`src/hdl/debounced_updown_counter_seg_scan_macros.svh`:
```
// Assertion macros for the debounced up/down counter with display scan.
// Used by the RTL files in this folder; expects a clock named clock and a reset named reset.
`ifndef DEBOUNCED_UPDOWN_COUNTER_SEG_SCAN_MACROS_SVH
`define DEBOUNCED_UPDOWN_COUNTER_SEG_SCAN_MACROS_SVH

// Checked at every rising edge, disabled while reset is high.
`define DUDC_ASSERT(lbl, prop, msg) \
   lbl: assert property (@(posedge clock) disable iff (reset) (prop)) else $error(msg);

// Checked only when the previous edge was not in reset either.
`define DUDC_ASSERT_SETTLED(lbl, prop, msg) \
   lbl: assert property (@(posedge clock) disable iff (reset) \
      (!$past(reset) |-> (prop))) else $error(msg);

`endif

```
`src/hdl/dudc_pkg.sv`:
```
// Package for the debounced up/down counter with display scan.
// Holds the decimal digit types, scan position codes and the segment decoder; no dependencies.
`timescale 1ns / 1ps

package dudc_pkg;

   localparam int DEBOUNCE_WIDTH = 8;
   localparam logic [DEBOUNCE_WIDTH-1:0] DEBOUNCE_RESET = 8'd50;

   // Count digits: the leading digit is count/1000 and reaches 65.
   typedef logic [3:0] bcd_type;
   typedef logic [6:0] thousands_type;
   typedef logic [1:0] scan_pos_type;

   // Decimal form of 65535, loaded when the count wraps down from zero.
   localparam thousands_type WRAP_THOUSANDS = 7'd65;
   localparam bcd_type       WRAP_HUNDREDS  = 4'd5;
   localparam bcd_type       WRAP_TENS      = 4'd3;
   localparam bcd_type       WRAP_UNITS     = 4'd5;
   localparam bcd_type       BCD_NINE       = 4'd9;
   localparam bcd_type       BCD_ZERO       = 4'd0;

   localparam scan_pos_type POS_THOUSANDS = 2'd0;
   localparam scan_pos_type POS_HUNDREDS  = 2'd1;
   localparam scan_pos_type POS_TENS      = 2'd2;
   localparam scan_pos_type POS_UNITS     = 2'd3;

   typedef struct packed {
      logic ms_tick;
      logic down_press_edge;
      logic up_press_edge;
      logic down_pin_low;
      logic up_pin_low;
      logic check_strobe;
      logic scan_strobe;
   } req_item_type;

   // Segments A..G in bits 0..6, decimal point (bit 7) off.
   function automatic logic [7:0] seg_decode(input bcd_type digit);
      logic [7:0] seg;
      case (digit)
         4'd0:    seg = 8'h3F;
         4'd1:    seg = 8'h06;
         4'd2:    seg = 8'h5B;
         4'd3:    seg = 8'h4F;
         4'd4:    seg = 8'h66;
         4'd5:    seg = 8'h6D;
         4'd6:    seg = 8'h7D;
         4'd7:    seg = 8'h07;
         4'd8:    seg = 8'h7F;
         4'd9:    seg = 8'h6F;
         default: seg = 8'h00;
      endcase
      return seg;
   endfunction

endpackage

```
`src/hdl/debounced_updown_counter_seg_scan.sv`:
```
// Debounced up/down counter driving a four-digit multiplexed seven-segment display.
// Accepted requests pass through the input register, then the state update and result register;
// throughput: one transaction per cycle while rsp_stall does not hold the result register.
// Reset (synchronous) clears all state but the input item: count 0, segments off, commons low, debounce 50 ms.
// Depends on dudc_pkg and debounced_updown_counter_seg_scan_macros.svh.
`timescale 1ns / 1ps
`include "debounced_updown_counter_seg_scan_macros.svh"

module debounced_updown_counter_seg_scan #(
   parameter int AGE_WIDTH = 8
) (
   input  logic        clock,
   input  logic        reset,
   input  logic        req_valid,
   output logic        req_stall,
   input  logic        req_ms_tick,
   input  logic        req_down_press_edge,
   input  logic        req_up_press_edge,
   input  logic        req_down_pin_low,
   input  logic        req_up_pin_low,
   input  logic        req_check_strobe,
   input  logic        req_scan_strobe,
   output logic        rsp_valid,
   input  logic        rsp_stall,
   output logic [7:0]  rsp_segments,
   output logic [3:0]  rsp_digit_enable_n,
   output logic [15:0] rsp_count_value,
   input  logic        csr_valid,
   output logic        csr_ready,
   input  logic [dudc_pkg::DEBOUNCE_WIDTH-1:0] csr_debounce_ms
);

   localparam int CMP_WIDTH = (AGE_WIDTH > dudc_pkg::DEBOUNCE_WIDTH) ?
                              AGE_WIDTH : dudc_pkg::DEBOUNCE_WIDTH;

   // Input register.
   logic                   s1_valid_ff, s1_valid_in;
   dudc_pkg::req_item_type s1_item_ff, s1_item_in;
   logic                   rsp_valid_ff, rsp_valid_in;

   // Block state; the count, segment and digit latches also form the result payload.
   logic [dudc_pkg::DEBOUNCE_WIDTH-1:0] debounce_ff, debounce_in;
   logic                   down_pending_ff, down_pending_in;
   logic                   up_pending_ff, up_pending_in;
   logic [AGE_WIDTH-1:0]   down_age_ff, down_age_in;
   logic [AGE_WIDTH-1:0]   up_age_ff, up_age_in;
   logic [15:0]            count_ff, count_in;
   dudc_pkg::thousands_type thousands_ff, thousands_in;
   dudc_pkg::bcd_type      hundreds_ff, hundreds_in;
   dudc_pkg::bcd_type      tens_ff, tens_in;
   dudc_pkg::bcd_type      units_ff, units_in;
   dudc_pkg::scan_pos_type scan_pos_ff, scan_pos_in;
   logic [7:0]             segment_ff, segment_in;
   logic [3:0]             digit_ff, digit_in;

   logic                   req_accept;
   logic                   advance;
   logic [AGE_WIDTH-1:0]   down_age_tick, up_age_tick;
   logic                   down_fire, up_fire;
   logic                   u9, t9, h9, u0, t0, h0;
   logic [6:0]             shown_digit;

   assign advance    = s1_valid_ff && (!rsp_valid_ff || !rsp_stall);
   assign req_stall  = s1_valid_ff && !advance;
   assign req_accept = req_valid && !req_stall;
   assign csr_ready  = 1'b1;

   assign rsp_valid          = rsp_valid_ff;
   assign rsp_segments       = segment_ff;
   assign rsp_digit_enable_n = digit_ff;
   assign rsp_count_value    = count_ff;

   always_comb begin
      s1_valid_in = s1_valid_ff;
      s1_item_in  = s1_item_ff;
      if (req_accept) begin
         s1_valid_in                = 1'b1;
         s1_item_in.ms_tick         = req_ms_tick;
         s1_item_in.down_press_edge = req_down_press_edge;
         s1_item_in.up_press_edge   = req_up_press_edge;
         s1_item_in.down_pin_low    = req_down_pin_low;
         s1_item_in.up_pin_low      = req_up_pin_low;
         s1_item_in.check_strobe    = req_check_strobe;
         s1_item_in.scan_strobe     = req_scan_strobe;
      end else if (advance) begin
         s1_valid_in = 1'b0;
      end

      rsp_valid_in = rsp_valid_ff;
      if (advance) begin
         rsp_valid_in = 1'b1;
      end else if (rsp_valid_ff && !rsp_stall) begin
         rsp_valid_in = 1'b0;
      end

      debounce_in = debounce_ff;
      if (csr_valid && csr_ready) begin
         debounce_in = csr_debounce_ms;
      end
   end

   // Ages, edges and the debounce check.
   always_comb begin
      down_age_tick = down_age_ff;
      up_age_tick   = up_age_ff;
      if (s1_item_ff.ms_tick) begin
         if (down_age_ff != '1) begin
            down_age_tick = down_age_ff + 1'b1;
         end
         if (up_age_ff != '1) begin
            up_age_tick = up_age_ff + 1'b1;
         end
      end
      down_age_in     = s1_item_ff.down_press_edge ? '0 : down_age_tick;
      up_age_in       = s1_item_ff.up_press_edge ? '0 : up_age_tick;
      down_pending_in = down_pending_ff || s1_item_ff.down_press_edge;
      up_pending_in   = up_pending_ff || s1_item_ff.up_press_edge;

      down_fire = s1_item_ff.check_strobe && down_pending_in && s1_item_ff.down_pin_low &&
                  (CMP_WIDTH'(down_age_in) > CMP_WIDTH'(debounce_ff));
      up_fire   = s1_item_ff.check_strobe && up_pending_in && s1_item_ff.up_pin_low &&
                  (CMP_WIDTH'(up_age_in) > CMP_WIDTH'(debounce_ff));
      if (down_fire) begin
         down_pending_in = 1'b0;
      end
      if (up_fire) begin
         up_pending_in = 1'b0;
      end
   end

   // The count is kept in binary and in decimal digits side by side, so the
   // display never needs a divider.
   always_comb begin
      u9 = (units_ff == dudc_pkg::BCD_NINE);
      t9 = (tens_ff == dudc_pkg::BCD_NINE);
      h9 = (hundreds_ff == dudc_pkg::BCD_NINE);
      u0 = (units_ff == dudc_pkg::BCD_ZERO);
      t0 = (tens_ff == dudc_pkg::BCD_ZERO);
      h0 = (hundreds_ff == dudc_pkg::BCD_ZERO);

      count_in     = count_ff;
      thousands_in = thousands_ff;
      hundreds_in  = hundreds_ff;
      tens_in      = tens_ff;
      units_in     = units_ff;
      if (up_fire && !down_fire) begin
         count_in = count_ff + 16'd1;
         if (count_ff == 16'hFFFF) begin
            thousands_in = '0;
            hundreds_in  = dudc_pkg::BCD_ZERO;
            tens_in      = dudc_pkg::BCD_ZERO;
            units_in     = dudc_pkg::BCD_ZERO;
         end else begin
            units_in = u9 ? dudc_pkg::BCD_ZERO : units_ff + 4'd1;
            if (u9) begin
               tens_in = t9 ? dudc_pkg::BCD_ZERO : tens_ff + 4'd1;
            end
            if (u9 && t9) begin
               hundreds_in = h9 ? dudc_pkg::BCD_ZERO : hundreds_ff + 4'd1;
            end
            if (u9 && t9 && h9) begin
               thousands_in = thousands_ff + 7'd1;
            end
         end
      end else if (down_fire && !up_fire) begin
         count_in = count_ff - 16'd1;
         if (count_ff == 16'd0) begin
            thousands_in = dudc_pkg::WRAP_THOUSANDS;
            hundreds_in  = dudc_pkg::WRAP_HUNDREDS;
            tens_in      = dudc_pkg::WRAP_TENS;
            units_in     = dudc_pkg::WRAP_UNITS;
         end else begin
            units_in = u0 ? dudc_pkg::BCD_NINE : units_ff - 4'd1;
            if (u0) begin
               tens_in = t0 ? dudc_pkg::BCD_NINE : tens_ff - 4'd1;
            end
            if (u0 && t0) begin
               hundreds_in = h0 ? dudc_pkg::BCD_NINE : hundreds_ff - 4'd1;
            end
            if (u0 && t0 && h0) begin
               thousands_in = thousands_ff - 7'd1;
            end
         end
      end
   end

   // Display scan of the updated count.
   always_comb begin
      case (scan_pos_ff)
         dudc_pkg::POS_THOUSANDS: shown_digit = thousands_in;
         dudc_pkg::POS_HUNDREDS:  shown_digit = {3'b000, hundreds_in};
         dudc_pkg::POS_TENS:      shown_digit = {3'b000, tens_in};
         dudc_pkg::POS_UNITS:     shown_digit = {3'b000, units_in};
         default:                 shown_digit = '0;
      endcase

      scan_pos_in = scan_pos_ff;
      segment_in  = segment_ff;
      digit_in    = digit_ff;
      if (s1_item_ff.scan_strobe) begin
         scan_pos_in = scan_pos_ff + 2'd1;
         digit_in    = ~(4'b0001 << scan_pos_ff);
         // A leading value above nine leaves the segments as they were.
         if (shown_digit <= 7'(dudc_pkg::BCD_NINE)) begin
            segment_in = dudc_pkg::seg_decode(shown_digit[3:0]);
         end
      end
   end

   always_ff @(posedge clock) begin
      if (reset) begin
         s1_valid_ff     <= 1'b0;
         rsp_valid_ff    <= 1'b0;
         debounce_ff     <= dudc_pkg::DEBOUNCE_RESET;
         down_pending_ff <= 1'b0;
         up_pending_ff   <= 1'b0;
         down_age_ff     <= '0;
         up_age_ff       <= '0;
         count_ff        <= '0;
         thousands_ff    <= '0;
         hundreds_ff     <= dudc_pkg::BCD_ZERO;
         tens_ff         <= dudc_pkg::BCD_ZERO;
         units_ff        <= dudc_pkg::BCD_ZERO;
         scan_pos_ff     <= dudc_pkg::POS_THOUSANDS;
         segment_ff      <= '0;
         digit_ff        <= '0;
      end else begin
         s1_valid_ff  <= s1_valid_in;
         rsp_valid_ff <= rsp_valid_in;
         debounce_ff  <= debounce_in;
         if (advance) begin
            down_pending_ff <= down_pending_in;
            up_pending_ff   <= up_pending_in;
            down_age_ff     <= down_age_in;
            up_age_ff       <= up_age_in;
            count_ff        <= count_in;
            thousands_ff    <= thousands_in;
            hundreds_ff     <= hundreds_in;
            tens_ff         <= tens_in;
            units_ff        <= units_in;
            scan_pos_ff     <= scan_pos_in;
            segment_ff      <= segment_in;
            digit_ff        <= digit_in;
         end
      end
   end

   always_ff @(posedge clock) begin
      s1_item_ff <= s1_item_in;
   end

   // The decimal digits must always spell the binary count.
   `DUDC_ASSERT(a_digits_match_count, (32'(thousands_ff) * 1000 + 32'(hundreds_ff) * 100 + 32'(tens_ff) * 10 + 32'(units_ff)) == 32'(count_ff), "decimal digits disagree with count")

   // Either all commons are low, as after reset, or exactly one is driven low.
   `DUDC_ASSERT(a_one_common, (digit_ff == 4'd0) || ($countones(digit_ff) == 3), "more than one digit common enabled")

   // The count moves by at most one per transaction.
   `DUDC_ASSERT_SETTLED(a_count_step, (count_ff == $past(count_ff)) || (count_ff == $past(count_ff) + 16'd1) || (count_ff == $past(count_ff) - 16'd1), "count moved by more than one")

   // Segments change only on a scan transaction that was processed.
   `DUDC_ASSERT_SETTLED(a_seg_on_scan, $stable(segment_ff) || $past(advance && s1_item_ff.scan_strobe), "segments changed without a scan")

   // A result is produced whenever the input register moves on.
   `DUDC_ASSERT(a_advance_to_rsp, advance |=> rsp_valid_ff, "processed transaction did not reach the result register")

endmodule

```
`config.mk`:
```
export PLATFORM = sky130hd
export DESIGN_NAME = debounced_updown_counter_seg_scan
export DESIGN_NICKNAME = d
export VERILOG_FILES = /design/src/hdl/dudc_pkg.sv /design/src/hdl/debounced_updown_counter_seg_scan.sv
export VERILOG_INCLUDE_DIRS = /design/src /design/src/hdl
export SDC_FILE = /design/constraint.sdc
export NUM_CORES = 1
export LEC_CHECK = 0
export BUFFER_PORTS_ARGS = -buffer_cell sky130_fd_sc_hd__buf_2
export CAP_MARGIN = 20
export CORE_MARGIN = 2
export CORE_UTILIZATION = 40
export CTS_CLUSTER_DIAMETER = 150
export CTS_CLUSTER_SIZE = 16
export DETAILED_ROUTE_END_ITERATION = 6
export PLACE_DENSITY = 0.6
export SLEW_MARGIN = 20
export SYNTH_ARGS = -nofsm -noshare
export SYNTH_HDL_FRONTEND = slang
export SYNTH_SLANG_ARGS = --single-unit
```
`constraint.sdc`:
```
create_clock -name clock -period 6.25 [get_ports clock]
set_clock_uncertainty 0.2 [all_clocks]
set_input_delay 0.3125 -clock clock [delete_from_list [all_inputs] [get_ports clock]]
set_output_delay 0.3125 -clock clock [all_outputs]
set_load 0.02 [all_outputs]
```
# Word-level counts from Yosys, hierarchy flattened
# Memory sizes are Yosys's and may differ from the RTL's. A register that Yosys moved wholly into a read port is not among the register bits.
# Cells that the tools add are included.
# word_totals
reg_bits,84
romBits,112
wordCells,129
mem_count,1
in_bits,20
# op_classes
reduce_logical,36
magnitude_cmp,3
muxes,43
bitwise_logic,1
n_addsub,13
eq_ne,9
shifts,1
# memory_table
name,words,word_bits,read_ports,rd_ports_with_merged_regs,write_ports,line_no,text
(no name shown),16,7,1,1,0,dudc_pkg.sv:41,case (digit)
# ops
operator,n
4-bit 2-to-1 mux,22
8-bit 2-to-1 mux,6
7-bit 2-to-1 mux,6
16-bit 2-to-1 mux,2
7-bit case mux with 4 select lines,1
"16-bit by 1-bit adder with 16-bit output, second input constant",1
"8-bit by 1-bit adder with 8-bit output, second input constant",2
"16-bit equality test, second input constant",1
8-bit > comparator,2
1-bit logical AND,16
16-bit zero test,1
"8-bit inequality test, second input constant",2
"16-bit by 1-bit subtractor with 16-bit output, second input constant",1
"4-bit by 1-bit adder with 4-bit output, second input constant",3
"4-bit equality test, second input constant",3
4-bit zero test,3
"4-bit by 1-bit subtractor with 4-bit output, second input constant",3
"7-bit by 1-bit adder with 7-bit output, second input constant",1
"7-bit by 4-bit less-or-equal comparator with 1-bit output, second input constant",1
"7-bit by 1-bit subtractor with 7-bit output, second input constant",1
1-bit zero test,6
1-bit 2-to-1 mux,6
2-bit nonzero test,3
"2-bit equality test, second input constant",2
other kinds (8),11

# Longest topological paths before layout
# depth
depth_word,13
mapped_depth,29

# Least setup slack after synthesis
# Ideal clock, no wire load.
# synth_timing
path_kind,register to register
from,register up_age_ff[0]
to,"register segment_ff[4], in the netlist rsp_segments[4]"
required_ns,5.928
path_stages_with_launch,28
setup_slack_ns,0.841
period_less_slack_ns,5.409
arrival_time_ns,5.088
path_cell_list,dfxtp_1 -> ha_1 -> nand4_1 -> o21ai_1 -> nor2_1 -> xnor2_1 -> nor2_1 -> ha_1 -> nand3_1 -> o22ai_1 -> o21ai_0 -> a21oi_1 -> a211oi_1 -> a311oi_1 -> ha_1 -> clkbuf_1 -> clkbuf_1 -> clkbuf_1 -> nor3_1 -> o21ai_1 -> nand2_1 -> o22a_1 -> inv_1 -> ha_1 -> a211oi_1 -> or3_1 -> buf_6 -> o311a_1
# synth_between
elab_chain_cells,13
# synth_rtl
item,line_no,text
start: declaration,debounced_updown_counter_seg_scan.sv:46,"logic [AGE_WIDTH-1:0] up_age_ff, up_age_in;"
start signal: assignment,debounced_updown_counter_seg_scan.sv:235,up_age_ff <= up_age_in;
8-bit by 1-bit adder with 8-bit output / 8-bit inequality test (equally long branches),"debounced_updown_counter_seg_scan.sv:111, debounced_updown_counter_seg_scan.sv:110",
8-bit 2-to-1 mux (*),debounced_updown_counter_seg_scan.sv:110,if (up_age_ff != '1) begin
8-bit 2-to-1 mux (*),debounced_updown_counter_seg_scan.sv:106,if (s1_item_ff.ms_tick) begin
8-bit 2-to-1 mux (*),debounced_updown_counter_seg_scan.sv:115,up_age_in = s1_item_ff.up_press_edge ? '0 : up_age_tick;
net up_age_in[3],debounced_updown_counter_seg_scan.sv:46,
8-bit > comparator (*),debounced_updown_counter_seg_scan.sv:122,(CMP_WIDTH'(up_age_in) > CMP_WIDTH'(debounce_ff));
1-bit logical AND (*),debounced_updown_counter_seg_scan.sv:121,up_fire = s1_item_ff.check_strobe && up_pending_in && s1_item_ff.up_pin_low &&
1-bit zero test,debounced_updown_counter_seg_scan.sv:165,end else if (down_fire && !up_fire) begin
1-bit logical AND,debounced_updown_counter_seg_scan.sv:165,
4-bit 2-to-1 mux / 7-bit 2-to-1 mux (equally long branches),debounced_updown_counter_seg_scan.sv:165,
4-bit 2-to-1 mux / 7-bit 2-to-1 mux (equally long branches),debounced_updown_counter_seg_scan.sv:146,if (up_fire && !down_fire) begin
7-bit case mux with 4 select lines (*),debounced_updown_counter_seg_scan.sv:189,case (scan_pos_ff)
7-bit by 4-bit less-or-equal comparator with 1-bit output,debounced_updown_counter_seg_scan.sv:204,if (shown_digit <= 7'(dudc_pkg::BCD_NINE)) begin
3-bit AND reduction (no source line),-,
end: declaration,debounced_updown_counter_seg_scan.sv:53,"logic [7:0] segment_ff, segment_in;"
# Mark *: on every way through the listed nets, which the timed path passes. The rest lies on a longest branch.
# A chain may end at the register's enable or synchronous reset.

# Final worst setup path
# layout_timing
from,register up_age_ff[0]
to,"register segment_ff[1], in the netlist rsp_segments[1]"
# Same word-level chain as after synthesis.

==> results.yml <==
outcome:
  status: "finished, final reports clean"
power:
  power.internal_uw: 876
  p_switching_uw: 331
  pwr-share-seq: 0.468
  power_density_nw_per_um2: 171
  ir_worst_vdd_mv: 0.162
  p_clk_frac: 0.417
  p_leak_nw: 2.77
  switching_share: 0.274
  share_comb_of_total_power: 0.115
sta:
  rsz0062_at_grt: "no"
  fin_ws_ns: 0.387
  final-hold-violation-count: 0
  period_needed_ns: 5.86
  setup_tns_ns: 0
  finalSetupViolations: 0
  drv_slew: 0
  fmaxAchievable_mhz: 171
  worst_pin_slew_ns: 0.838
  relSlewSlack: 0.442
  fin_crit_sh: 0.938
worst_setup_path:
  cpPeakStageDelay_ns: 0.47
  reg2reg_from: "up_age_ff[0]"
  critical_path_required_ns: 6.28
  cp_common_cell: "ha_1"
  critical_path_class: "register to register"
  crit_arrival_ns: 5.89
  crit_start: "up_age_ff[0]"
  cp_max_fo: 7
  critPathLaunchType: "register"
  slowest_stage: "or4_1"
  critPathCaptureType: "register"
  reg2reg_slack_ns: 0.39
  worstRegToRegCells: 26
  rr_endpoint: "rsp_segments[1]"
  cp_top_family: "compound AO/OA/AOI/OAI gates"
  crit_end: "rsp_segments[1]"
  crit_buf_inv: 3
  crit_cells: 26
drt:
  vias: 6050
  via_per_inst: 5.84
  drt.antenna.violating_nets: 0
  drt-pass1-iter-count: 7
  wl_per_cell_um: 16.4
  drc: 0
  first_iter_violations: 386
  wl_um: 16900
die:
  coreArea_sq_um: 15100
  die_h_um: 128
  num_rows: 45
  ios: 51
  die_x_um: 128
  start_util: 0.408
  fp.dieArea_sq_um: 16500
grt:
  grt_pass1_vias: 5403
  gr-usage-met3: 0.0333
  globalRouteMet2Util: 0.308
  grt_pass1_wl_um: 27900
  track_usage: 0.211
  antenna_found_initial: 0
  busiest_layer: "met1"
  grt_overflow: 0
  grt_max_degree: 73
  gr-usage-met1: 0.310
cells_and_area:
  area_growth_pct: 13.9
  drive_above_1_share: 0.121
  fillers: 1507
  num-nets-final: 917
  final-seq-area_sq_um: 1730
  n_antenna_cell: 0
  multiInputGateArea_sq_um: 4110
placed_design:
  port_buffers: 48
  place_congestion: 0.882
  dp_hpwl_um: 11800
  post-place-ws_ns: 0.312
clock_tree:
  clk_pin_slew_ns: 0.07
  ctsHtreeMaxLevel: 3
  tritoncts: "yes"
  cts_sinks: 83
  numCtsBuffers: 9
  clk_path_buf_depth: 2
  worstSkewPairLatency_ns: 0.36
  cts_root_buf: "clkbuf_16"
yosys:
  syn-num-nets: 872
  yosysUniqueCellTypes: 78
  synth_flop_cell: "dfxtp_1"
  synth_seq_cells: 83
  seq_area_frac_synth: 0.280
  synthCells: 798
  synth_edf_count: 7
  yosysWarnings: 0
  avgSynthCellArea_sq_um: 7.75
  synthArstFlopShare: 0
  synth_area_sq_um: 6180
hold_path:
  worstHoldPathType: "input port to register"
  hold_depth: 3
flow_run:
  maxCapViolations: 0
placed cells by master (no fill, tap or decap), types with 4 or more instances in the layout:
master,instances
a21oi_1,73
a22oi_1,4
o21ai_1,5
buf_2,48
clkbuf_16,9
buf_4,19
o211ai_1,9
o21a_1,8
nor2b_1,7
or3_1,6
and3_1,10
a21o_1,8
nor2_1,78
nand4_1,15
xnor2_1,18
nor3b_1,5
ha_1,51
a211oi_1,25
nor4_1,12
nor3_1,15
dfxtp_1,76
o41ai_1,4
a31oi_1,10
nand2_1,89
edfxtp_1,7
or4_1,5
inv_1,36
xor2_1,10
nand3_1,27
nand2b_1,8
o31ai_1,11
mux2i_1,11
nand3b_1,4
o21ai_0,19
a311oi_1,6
dlygate4sd3_1,14
and2_1,7
repair_timing:
action,CTS,global route
setup endpoints to repair,0,11
endpoints found under the hold margin,14,0
setup buffers,0,2
gates resized for setup,0,8
hold buffers,14,0
power groups by stage:
stage / clock (mW) / sequential [mW] / combinational [mW]
2_1_floorplan: 0 / 0.576 / 0.0900
3_3_place_gp: 0 / 0.577 / 0.131
3_5_place_dp: 0 / 0.576 / 0.130
4_1_cts: 0.514 / 0.565 / 0.138
5_1_grt: 0.538 / 0.567 / 0.154
6_report: 0.503 / 0.565 / 0.139
kinds of logic (layout without fill, tap and decap cells):
kind of cell | count (synthesis) | count (layout) | share of synthesized area
simple gates | 306 | 306 | 0.245
compound gates | 225 | 225 | 0.245
buf+inv | 88 | 138 | 0.0589
flops | 83 | 83 | 0.280
fa+ha+maj | 54 | 54 | 0.110
xor+xnor | 28 | 28 | 0.0397
mux | 12 | 12 | 0.0196
other cells | 2 | 2 | 0.00121
per-layer routing:
layer	part of all wire	wire length (um)
met5	0	0
met4	0.017	287
met3	0.058	987
met2	0.43	7220
met1	0.50	8460
registers in the layout, summed over array words and instances, names as in the netlist, 4 cells and up:
name	cells
rsp_digit_enable_n	4
down_age_ff	8
debounce_ff	8
rsp_count_value	16
s1_item_ff	7
tens_ff	4
units_ff	4
thousands_ff	7
hundreds_ff	4
rsp_segments	7
up_age_ff	8
tightest hold or removal path: stages:
cell	delay [ns]
buf_2	0.07
nand2_1	0.05
o211ai_1	0.08
final cells by class:
cell class / count / share of cell area
repair buffers: 83 / 0.0787
well taps: 188 / 0.0334
clock buffers: 11 / 0.0330
clock inverters: 5 / 0.00533
flip-flops and latches: 83 / 0.246
inverters: 39 / 0.0208
multi-input cells: 627 / 0.583
stage by stage:
stage | std cells | hold slack [ns] | cell area, sq um | util | power, mW
after floorplan | 798 | 0.211 | 6180 | - | 0.666
after global placement | 1004 | 0.246 | 6600 | 0.436 | 0.707
after CTS | 1034 | 0.0000924 | 7010 | 0.463 | 1.22
after detailed placement | 1004 | 0.247 | 6600 | 0.436 | 0.707
after global routing | 1036 | 0.0122 | 7050 | 0.465 | 1.26
final | 1036 | 0.00179 | 7050 | 0.465 | 1.21
synth_stat cells, drive strengths merged (8+ instances only):
cell type / instances / share of area
a21o: 8 / 0.0097
o21a: 8 / 0.0097
nand2b: 8 / 0.0081
o21ai: 25 / 0.020
nand2: 90 / 0.056
inv: 38 / 0.023
a211oi: 25 / 0.030
clkbuf: 34 / 0.021
o31ai: 12 / 0.015
buf: 15 / 0.015
a31oi: 10 / 0.010
nor4: 14 / 0.016
nand4: 15 / 0.015
dfxtp: 76 / 0.25
xnor2: 18 / 0.025
a21oi: 73 / 0.059
mux2i: 11 / 0.018
and3: 10 / 0.010
nand3: 27 / 0.022
xor2: 10 / 0.014
nor2: 78 / 0.047
nor3: 16 / 0.013
o211ai: 9 / 0.011
ha: 53 / 0.11
worst min path at each step:
stage                       start         endpoint
6_report       csr_debounce_ms[4]   debounce_ff[4]
3_3_place_gp      thousands_ff[6]  thousands_ff[6]
2_1_floorplan     req_scan_strobe    s1_item_ff[0]
3_5_place_dp      rsp_segments[6]  rsp_segments[6]
5_1_grt        csr_debounce_ms[4]   debounce_ff[4]
4_1_cts        csr_debounce_ms[4]   debounce_ff[4]
Note: power is estimated with default switching activity, not from simulation.
